<file path="config.mk">
export PLATFORM = sky130hd
export DESIGN_NAME = multi_channel_quadrature_counter_core
export DESIGN_NICKNAME = d
export VERILOG_FILES = /design/src/qcnt_pkg.sv /design/src/multi_channel_quadrature_counter_core.sv /design/src/qcnt_decode.sv /design/src/qcnt_counts.sv
export SDC_FILE = /design/constraint.sdc
export NUM_CORES = 1
export LEC_CHECK = 0
export BUFFER_PORTS_ARGS = -buffer_cell sky130_fd_sc_hd__buf_2
export CAP_MARGIN = 40
export CORE_ASPECT_RATIO = 0.8
export CORE_UTILIZATION = 50
export CTS_CLUSTER_DIAMETER = 40
export DETAILED_ROUTE_END_ITERATION = 10
export PLACE_DENSITY = 0.73
export SLEW_MARGIN = 5
export SYNTH_ARGS = -nofsm -noshare
export SYNTH_HDL_FRONTEND = slang
export SYNTH_SLANG_ARGS = --single-unit
</file>
<file path="constraint.sdc">
create_clock -name clk -period 5 [get_ports clk]
set_input_delay 0.75 -clock clk [delete_from_list [all_inputs] [get_ports clk]]
set_output_delay 0.75 -clock clk [all_outputs]
set_load 0.02 [all_outputs]
</file>
<file path="src/qcnt_pkg.sv">
// qcnt_pkg: shared types, constants and the quadrature step table
// for the multi-channel quadrature counter; no dependencies
package qcnt_pkg;

  localparam int PHASES     = 6;   // phase bits carried by one sample request
  localparam int OUT_FIELDS = 6;   // count fields on the result channel
  localparam int CNT_W      = 16;
  localparam int IDX_W      = 3;

  typedef enum logic {
    OP_SAMPLE = 1'b0,
    OP_SET    = 1'b1
  } opcode_t;

  typedef struct packed {
    opcode_t                   opcode;
    logic [PHASES-1:0]         chan_a;
    logic [PHASES-1:0]         chan_b;
    logic [IDX_W-1:0]          motor_index;
    logic signed [CNT_W-1:0]   set_value;
  } req_t;

  typedef logic [OUT_FIELDS-1:0][CNT_W-1:0] cnt_bus_t;

  // code is {old b, old a, new b, new a}; result is a 2-bit two's complement step
  function automatic logic [1:0] step_of(input logic [3:0] code);
    logic [1:0] s;
    unique case (code)
      4'h1, 4'h7, 4'h8, 4'hE: s = 2'b11;
      4'h2, 4'h4, 4'hB, 4'hD: s = 2'b01;
      default:                s = 2'b00;
    endcase
    return s;
  endfunction

endpackage

</file>
<file path="src/multi_channel_quadrature_counter_core.sv">
// multi_channel_quadrature_counter_core: top level, request register, count bank
// and result register; depends on qcnt_pkg and qcnt_counts

// Takes one request per clock when the result side is not stalling and returns
// one result per request, through the request register and then the result
// register. A sample request decodes every channel's old and new (B,A) pair
// through a fixed table into a step of +1, -1 or 0 (double transitions count 0)
// and adds it to that channel's wrapping 16-bit count; the first sample after
// reset only primes the history. A set request loads one channel's count and
// leaves the history alone; an index at or above NUM_ENCODERS is ignored. Each
// result carries all six counts, with fields at or above NUM_ENCODERS held at
// zero. The throughput of one request per cycle is set by the combinational
// count update between the request register and the result register.
module multi_channel_quadrature_counter_core #(
  parameter int NUM_ENCODERS = 6
) (
  input  logic                                   clk,
  input  logic                                   rst_n,
  input  logic                                   in_valid,
  output logic                                   in_stall,
  input  logic                                   in_opcode,
  input  logic [qcnt_pkg::PHASES-1:0]            in_chan_a,
  input  logic [qcnt_pkg::PHASES-1:0]            in_chan_b,
  input  logic [qcnt_pkg::IDX_W-1:0]             in_motor_index,
  input  logic signed [qcnt_pkg::CNT_W-1:0]      in_set_value,
  output logic                                   out_valid,
  input  logic                                   out_stall,
  output logic signed [qcnt_pkg::CNT_W-1:0]      out_count_0,
  output logic signed [qcnt_pkg::CNT_W-1:0]      out_count_1,
  output logic signed [qcnt_pkg::CNT_W-1:0]      out_count_2,
  output logic signed [qcnt_pkg::CNT_W-1:0]      out_count_3,
  output logic signed [qcnt_pkg::CNT_W-1:0]      out_count_4,
  output logic signed [qcnt_pkg::CNT_W-1:0]      out_count_5
);

  qcnt_pkg::req_t     req_r;
  logic               req_valid_r, req_valid_nxt;
  logic               out_valid_r, out_valid_nxt;
  qcnt_pkg::cnt_bus_t out_cnt_r, cnt_nxt;
  logic               accept, advance;

  // request stage moves on when the result register is free or being drained
  assign advance  = req_valid_r && (!out_valid_r || !out_stall);
  assign in_stall = req_valid_r && out_valid_r && out_stall;
  assign accept   = in_valid && !in_stall;

  always_comb begin
    req_valid_nxt = req_valid_r;
    if (accept) begin
      req_valid_nxt = 1'b1;
    end else if (advance) begin
      req_valid_nxt = 1'b0;
    end
  end

  always_comb begin
    out_valid_nxt = out_valid_r;
    if (advance) begin
      out_valid_nxt = 1'b1;
    end else if (!out_stall) begin
      out_valid_nxt = 1'b0;
    end
  end

  qcnt_counts #(
    .NUM_ENCODERS(NUM_ENCODERS)
  ) u_counts (
    .clk    (clk),
    .rst_n  (rst_n),
    .upd    (advance),
    .req    (req_r),
    .cnt_nxt(cnt_nxt)
  );

  always_ff @(posedge clk) begin
    if (!rst_n) begin
      req_valid_r <= 1'b0;
      out_valid_r <= 1'b0;
    end else begin
      req_valid_r <= req_valid_nxt;
      out_valid_r <= out_valid_nxt;
    end
  end

  always_ff @(posedge clk) begin
    if (accept) begin
      req_r.opcode      <= qcnt_pkg::opcode_t'(in_opcode);
      req_r.chan_a      <= in_chan_a;
      req_r.chan_b      <= in_chan_b;
      req_r.motor_index <= in_motor_index;
      req_r.set_value   <= in_set_value;
    end
    if (advance) begin
      out_cnt_r <= cnt_nxt;
    end
  end

  assign out_valid   = out_valid_r;
  assign out_count_0 = out_cnt_r[0];
  assign out_count_1 = out_cnt_r[1];
  assign out_count_2 = out_cnt_r[2];
  assign out_count_3 = out_cnt_r[3];
  assign out_count_4 = out_cnt_r[4];
  assign out_count_5 = out_cnt_r[5];

endmodule

</file>
<file path="src/qcnt_decode.sv">
// qcnt_decode: per-channel quadrature step decode from old and new phase pairs
// depends on qcnt_pkg
module qcnt_decode #(
  parameter int NUM_ENCODERS = 6
) (
  input  logic [qcnt_pkg::PHASES-1:0] prev_a,
  input  logic [qcnt_pkg::PHASES-1:0] prev_b,
  input  logic [qcnt_pkg::PHASES-1:0] now_a,
  input  logic [qcnt_pkg::PHASES-1:0] now_b,
  output logic [NUM_ENCODERS-1:0][1:0] step
);

  for (genvar ch = 0; ch < NUM_ENCODERS; ch++) begin : g_ch
    if (ch < qcnt_pkg::PHASES) begin : g_live
      assign step[ch] = qcnt_pkg::step_of({prev_b[ch], prev_a[ch], now_b[ch], now_a[ch]});
    end else begin : g_dead
      // no phase pins for this channel, it never moves
      assign step[ch] = 2'b00;
    end
  end

endmodule

</file>
<file path="src/qcnt_counts.sv">
// qcnt_counts: sample history and per-channel position count registers
// depends on qcnt_pkg and qcnt_decode
module qcnt_counts #(
  parameter int NUM_ENCODERS = 6
) (
  input  logic               clk,
  input  logic               rst_n,
  input  logic               upd,
  input  qcnt_pkg::req_t     req,
  output qcnt_pkg::cnt_bus_t cnt_nxt
);

  localparam int CW = qcnt_pkg::CNT_W;

  logic [qcnt_pkg::PHASES-1:0]     prev_a_r, prev_b_r;
  logic                            seen_r;
  logic [NUM_ENCODERS-1:0][CW-1:0] counts_r, counts_nxt;
  logic [NUM_ENCODERS-1:0][1:0]    step;
  logic                            is_sample;

  assign is_sample = (req.opcode == qcnt_pkg::OP_SAMPLE);

  qcnt_decode #(
    .NUM_ENCODERS(NUM_ENCODERS)
  ) u_decode (
    .prev_a(prev_a_r),
    .prev_b(prev_b_r),
    .now_a (req.chan_a),
    .now_b (req.chan_b),
    .step  (step)
  );

  for (genvar ch = 0; ch < NUM_ENCODERS; ch++) begin : g_cnt
    always_comb begin
      counts_nxt[ch] = counts_r[ch];
      if (upd) begin
        if (is_sample) begin
          if (seen_r) begin
            counts_nxt[ch] = counts_r[ch] + {{(CW-2){step[ch][1]}}, step[ch]};
          end
        end else if (req.motor_index == qcnt_pkg::IDX_W'(ch)) begin
          counts_nxt[ch] = req.set_value;
        end
      end
    end
  end

  for (genvar k = 0; k < qcnt_pkg::OUT_FIELDS; k++) begin : g_out
    if (k < NUM_ENCODERS) begin : g_used
      assign cnt_nxt[k] = counts_nxt[k];
    end else begin : g_unused
      assign cnt_nxt[k] = '0;
    end
  end

  always_ff @(posedge clk) begin
    if (!rst_n) begin
      prev_a_r <= '0;
      prev_b_r <= '0;
      seen_r   <= 1'b0;
      counts_r <= '0;
    end else begin
      counts_r <= counts_nxt;
      if (upd && is_sample) begin
        prev_a_r <= req.chan_a;
        prev_b_r <= req.chan_b;
        seen_r   <= 1'b1;
      end
    end
  end

  // first sample after reset only primes the history
  a_first_sample_no_count: assert property (@(posedge clk) disable iff (!rst_n)
    upd && is_sample && !seen_r |=> $stable(counts_r))
    else $error("counts moved on the priming sample");

  a_sample_sets_seen: assert property (@(posedge clk) disable iff (!rst_n)
    upd && is_sample |=> seen_r)
    else $error("sample history not marked after a sample");

  a_set_keeps_history: assert property (@(posedge clk) disable iff (!rst_n)
    upd && !is_sample |=> $stable(prev_a_r) && $stable(prev_b_r) && $stable(seen_r))
    else $error("set request disturbed the sample history");

  a_idle_holds_counts: assert property (@(posedge clk) disable iff (!rst_n)
    !upd |=> $stable(counts_r))
    else $error("counts changed with no request");

endmodule

</file>
==> impl_metrics.tcl, run 1 <==
set metrics [dict create \
    ys_seq_elements 239 \
    setup_viol 0 \
    holdCritStartpoint "in_opcode" \
    synth-xor-area-share 0.0401 \
    cts_made_buffers 35 \
    drv_slew 0 \
    fmax_ghz 0.264 \
    syn_area_per_cell_um2 9.27 \
    maxCapViolCount 0 \
    dp.final_hpwl_mm 30.9 \
    grt_busiest_layer "met2" \
    syn_area_um2 15500 \
    p_sw_frac 0.279 \
    synth_top_family_by_area "compound AO/OA/AOI/OAI gates" \
    synth_warnings 0 \
    fillers 2631 \
    p_int_mw 4.19 \
    nNetsFinal 1949 \
    slew_headroom 0.348 \
    synth-adder-area-share 0.109 \
    grt_usage 0.294 \
    wl_per_cell_um 21.3 \
    die_h_um 160 \
    required_ps 5240 \
    ys_types 73 \
    synth_top_flop_cell "edfxtp_1" \
    synth_top_area_cell "edfxtp_1" \
    io-pin-count 134 \
    synth_top_cell_area_share 0.248 \
    grt_pass1_wl_mm 72.3 \
    port_buffers 133 \
    synth_simple_gate_area_frac 0.149 \
    rrSetupSlack_ps 1210 \
    diodes 0 \
    leakage_nw 7.44 \
    multiInputGateArea_um2 9010 \
    overflow 0 \
    die_x_um 199 \
    hold_path_class "in2reg" \
    grtUsageMet3 0.0724 \
    fp-row-count 57 \
    min_period_ps 3790 \
    finalCritPeriodShare 0.758 \
    drive_gt1_frac 0.142 \
    fp.dieArea_um2 31700 \
    tightestPinTransition_ps 974 \
    route.detailed.drc 0 \
    setup_tns_ps 0 \
    cts_setup_buffers 0 \
    cts_max_level 2 \
    vdd_drop_max_v 0.000244 \
    clock_sinks 239 \
    rr_worst_depth 10 \
    synthTopCellsByArea "edfxtp_1 25%, dfxtp_1 14%, ha_1 10%" \
    crit_path_end_kind "flip-flop" \
    drtAntennaViolNets 0 \
    p_comb_frac 0.147 \
    wl_mm 47.2 \
    cts_resized 0 \
    worst-path-max-fanout 18 \
    seqCellArea_um2 6070 \
    gr-usage-met1 0.406 \
    worstSkewPairLatency_ps 520 \
    hold-path-endpoint "req_r[31]" \
    start_util 0.510 \
    yosysMostFrequentCell "nand2_1" \
    cts_root_buf "clkbuf_16" \
    skew_ps 21.4 \
    crit_type "reg2reg" \
    core_um2 30500 \
    synth_compound_area_frac 0.252 \
    cts_hold_buf 0 \
    rsz0062_at_grt "no" \
    synthArstFlopShare 0 \
    p_per_area_nw_per_um2 325 \
    yosysSeqAreaShare 0.391 \
    antenna_found_initial 0 \
    cts_tree "yes" \
    syn_inst 1673 \
    arrival_ps 4030 \
    holdWs_ps 398 \
    use_met2 0.443 \
    grt_pass1_vias 13168 \
    r2r_start "req_r[20]" \
    start_kind "flip-flop" \
    path_clk_slew_ps 60 \
    status "finished, final reports clean" \
    viasPerCell 6.34 \
    min_path_cells 1 \
    synth_edf_count 128 \
    vias 14074 \
    synthMuxAreaShare 0.0287 \
    area.growth.synth_to_final_pct 15.4 \
    synth.net_count 1841 \
    gp_congestion 0.969 \
    hold_viol 0 \
    grt_max_degree 67 \
    clockPowerShare 0.462 \
    power.switching_mw 1.62 \
    reg2reg_to "out_count_1[11]" \
    cts_max_path_buffers 3 \
    pwr-share-seq 0.390 \
    dr.first_iter.drc_count 1504 \
    dr.pass1.iters 6 \
    netlist_top_cells_count "172 x nand2_1, 128 x a21oi_1, 128 x edfxtp_1, 126 x ha_1, 122 x nor2_1" \
]
-- how the worst max path moves through the flow --
stage / start / end / slack (ps) / cells after the start
after floorplan: out_stall / u_counts.counts_r[4] / 70 / 6
after global placement: req_r[20] / u_counts.counts_r[28] / 1460 / 10
after detailed placement: req_r[26] / out_count_1[11] / 1320 / 10
after CTS: req_r[20] / out_count_1[11] / 1290 / 10
after global routing: req_r[20] / out_count_1[11] / 980 / 10
final: req_r[20] / out_count_1[11] / 1210 / 10
-- power by group through the flow --
stage	Sequential, mW	Clock, mW	Combinational, mW
6_report	2.27	2.69	0.857
5_1_grt	2.28	2.81	0.937
4_1_cts	2.26	2.73	0.843
3_5_place_dp	2.30	0	0.836
3_3_place_gp	2.30	0	0.813
2_1_floorplan	2.31	0	0.574
-- flip-flops by register name, summed over array words and instances (netlist names) --
register and count:
out_count_4 16, req_valid_r 1, out_count_1 16, out_count_5 16
u_counts.prev_a_r 6, out_count_0 16, u_counts.prev_b_r 6, u_counts.counts_r 96
out_count_2 16, out_valid 1, out_count_3 16, req_r 32
u_counts.seen_r 1
-- worst max-delay path, stage by stage (launching register included) --
cell and delay [ps]:
edfxtp_1 400, inv_1 90, ha_1 210, mux4_2 690, ha_1 380, a211oi_1 360, nor2_1 140, a21oi_1 330
o21ai_0 280, o41ai_1 490, a21oi_1 140
-- cells in the final DEF (no fill, tap or decap), drive strengths merged, types with 7 or more instances in the layout --
master    n
nand2   172
buf     163
a21oi   129
edfxtp  128
ha      126
nor2    122
o21ai   111
dfxtp   111
o22ai    64
and2     63
a211oi   55
xnor2    42
clkbuf   40
nor3     37
inv      34
xor2     29
nand3    28
a21o     27
mux2i    22
a221o    19
a31oi    16
o21a     15
a221oi   15
a311oi   14
o211ai   13
o221ai   13
a22oi    13
o21bai   11
and3     10
o211a    10
nand2b    9
clkinv    9
mux2      8
nand4     8
nor2b     8
or3       8
o31ai     7
-- per-layer routing --
metal	up-vias	routed length [um]
li1	6590	-
met4	0	1480
met5	-	0
met2	667	20300
met3	104	4730
met1	6713	20700
-- final cells by class --
type / count / area share
multi-input cells: 1315 / 0.503
flip-flops and latches: 239 / 0.339
clock buffers: 40 / 0.0529
repair buffers: 163 / 0.0521
well taps: 413 / 0.0289
clock inverters: 23 / 0.0184
inverters: 27 / 0.00580
-- cells by family after synthesis --
| logic type | Yosys count |
|---|---|
| compound gates | 584 |
| simple gates | 492 |
| flops | 239 |
| fa+ha+maj | 132 |
| buf+inv | 119 |
| xor+xnor | 71 |
| mux | 36 |
-- metrics by stage --
step	setup slack [ps]	area (um2)	utilization	cells	total power, mW
global route	979	17900	0.588	2220	6.02
finish	1210	17900	0.588	2220	5.81
global placement	1460	16600	0.544	2154	3.12
detailed placement	1320	16600	0.546	2157	3.14
CTS	1290	17900	0.588	2220	5.83
floorplan	66.1	15500	-	1673	2.88
(Power assumes the default switching activity.)
==> inputs of run 2 (changes only) <==
Settings changed: PLACE_DENSITY 0.73 to 0.71.
Clock period 5 ns to 3.9 ns, I/O delays scaled along.
==> run 2 against run 1 <==
- flip-flop and latch count is the same
- clock skew shrank 11 ps
- combinational power rose by 30%
- critical path depth did not move
- sequential share of layout area rose by 0.29 points
- worst hold slack got worse by 220 ps
- register-to-register slack worse by 930 ps
- die area is the same
- first-iteration DRC count down 4.1%
- clock power up 7%
- critical endpoint is now out_count_0[14]
- highest routed layer is now met5
==> impl_metrics.tcl, run 2 (same netlist as run 1, synthesis figures left out) <==
set metrics [dict create \
    worstSetupStartpoint "req_r[19]" \
    critPathSlowestCell "mux4_2" \
    top_register "u_counts.counts_r" \
    grt_pass1_wl_mm 73.1 \
    hold_path_class "in2reg" \
    crit_path_end_kind "flip-flop" \
    rr_worst_depth 10 \
    p_per_area_nw_per_um2 388 \
    diodes 0 \
    critPathBufInv 1 \
    hold_viol 0 \
    drtAntennaViolNets 0 \
    cts_max_level 1 \
    holdWs_ps 181 \
    crit_family "simple AND/OR/NAND/NOR gates" \
    largest_reg_flops 96 \
    cts_setup_buffers 0 \
    required_ps 4220 \
    setup_viol 0 \
    cts_root_buf "clkbuf_16" \
    critPathMostFrequentCell "ha_1" \
    tightestPinTransition_ps 889 \
    dr.pass1.iters 5 \
    worstSkewPairLatency_ps 580 \
    grt_max_degree 92 \
    multiInputGateArea_um2 9010 \
    cts_hold_buf 0 \
    finalCritPeriodShare 0.927 \
    vias 14017 \
    crit_cells 10 \
    reg2reg_to "out_count_0[14]" \
    start_kind "flip-flop" \
    wl_mm 47.3 \
    port_buffers 133 \
    grt_pass1_vias 13214 \
    path_clk_slew_ps 60 \
    maxCapViolCount 0 \
    gp_congestion 0.934 \
    slew_headroom 0.406 \
    critPathMaxStageDelay_ps 690 \
    fmax_ghz 0.276 \
    setup_tns_ps 0 \
    cts_made_buffers 31 \
    io-pin-count 134 \
    antenna_found_initial 1 \
    arrival_ps 3940 \
    start_util 0.510 \
    wl_per_cell_um 21.3 \
    core_um2 30500 \
    viasPerCell 6.31 \
    route.detailed.drc 0 \
    leakage_nw 7.37 \
    reg_top3 "u_counts.counts_r (96), req_r (32)" \
    area.growth.synth_to_final_pct 14.4 \
    final_common_cell "nand2_1" \
    vdd_drop_max_v 0.000307 \
    crit_type "reg2reg" \
    drive_gt1_frac 0.142 \
    rsz0062_at_grt "no" \
    worst-path-max-fanout 18 \
    cts_max_path_buffers 3 \
    dp.final_hpwl_mm 31.9 \
    post-place-ws_ps 301 \
    min_period_ps 3620 \
    grt_usage 0.296 \
    skew_ps 10.8 \
    die_h_um 160 \
    fp.dieArea_um2 31700 \
    endpoint "out_count_0[14]" \
    seqCellArea_um2 6070 \
    drv_slew 0 \
    status "finished, final reports clean" \
    dr.first_iter.drc_count 1442 \
    nNetsFinal 1953 \
    r2r_start "req_r[19]" \
    path_cells "inv_1 > ha_1 > mux4_2 > ha_1 > nand3_1 > nor4_1 > nor3_1 > o31ai_1 > xor2_1 > o21a_1" \
    cts_tree "yes" \
    die_x_um 199 \
    worst_slack_ps 283 \
    cts_resized 0 \
    overflow 0 \
    rrSetupSlack_ps 280 \
    fillers 2658 \
    fp-row-count 57 \
    final_cell_mix "172 x nand2_1, 133 x buf_2, 128 x a21oi_1, 128 x edfxtp_1, 126 x ha_1" \
    clock_sinks 239 \
]
run 2: cell types whose count changed in the layout (fill, tap and decap cells not counted), moves of 2 or more:
cell	delta
bufinv_16	-4
inv_8	-5
clkinv_4	+2
buf_4	+9
clkbuf_16	-4
clkbuf_8	+2
clkbuf_1	+4
run 2: per-stage QoR:
step | cell area (um2) | instances | utilization | power, mW
after detailed placement | 16700 | 2165 | 0.548 | 4.03
after floorplan | 15500 | 1673 | - | 3.69
after global placement | 16600 | 2163 | 0.546 | 4.00
after CTS | 17700 | 2223 | 0.583 | 6.90
final | 17800 | 2223 | 0.583 | 6.89
after global routing | 17800 | 2223 | 0.583 | 7.14
run 2: worst register-to-register path, delay by kind of cell (launching register included):
kind / cells / cell delay (ps)
AO/OA/AOI/OAI: 2 / 480
XOR/XNOR: 1 / 150
adder cells (fa/ha/maj): 2 / 730
buffers and inverters: 1 / 90
flip-flops: 1 / 400
multiplexers: 1 / 690
AND/OR/NAND/NOR: 3 / 830
run 2: final cells by class:
class	instances	area share
Multi-Input combinational cell	1315	0.508
Sequential cell	239	0.342
Inverter	27	0.00585
Tap cell	413	0.0291
Timing Repair Buffer	171	0.0561
Clock inverter	16	0.00937
Clock buffer	42	0.0501
run 2: layer usage:
metal / up-vias / track usage / routed length (um)
li1: 6605 / - / -
met1: 6604 / 0.426 / 20800
met2: 700 / 0.438 / 20300
met3: 106 / 0.0576 / 4540
met4: 2 / 0.109 / 1690
met5: - / 0 / 7
run 2: how the worst min path moves through the flow:
stage	start	end	slack, ps	depth (start not counted)
after floorplan	req_valid_r	out_valid	440	2
after CTS	in_set_value[12]	req_r[12]	160	1
after global placement	req_valid_r	out_valid	460	2
after detailed placement	req_valid_r	out_valid	470	2
after global routing	in_set_value[14]	req_r[14]	160	1
final	in_set_value[12]	req_r[12]	180	1
run 2: power by group:
group	switching [mW]	total, mW	internal (mW)
Clock	1.13	2.87	1.74
Sequential	0.127	2.91	2.78
Combinational	0.700	1.11	0.408
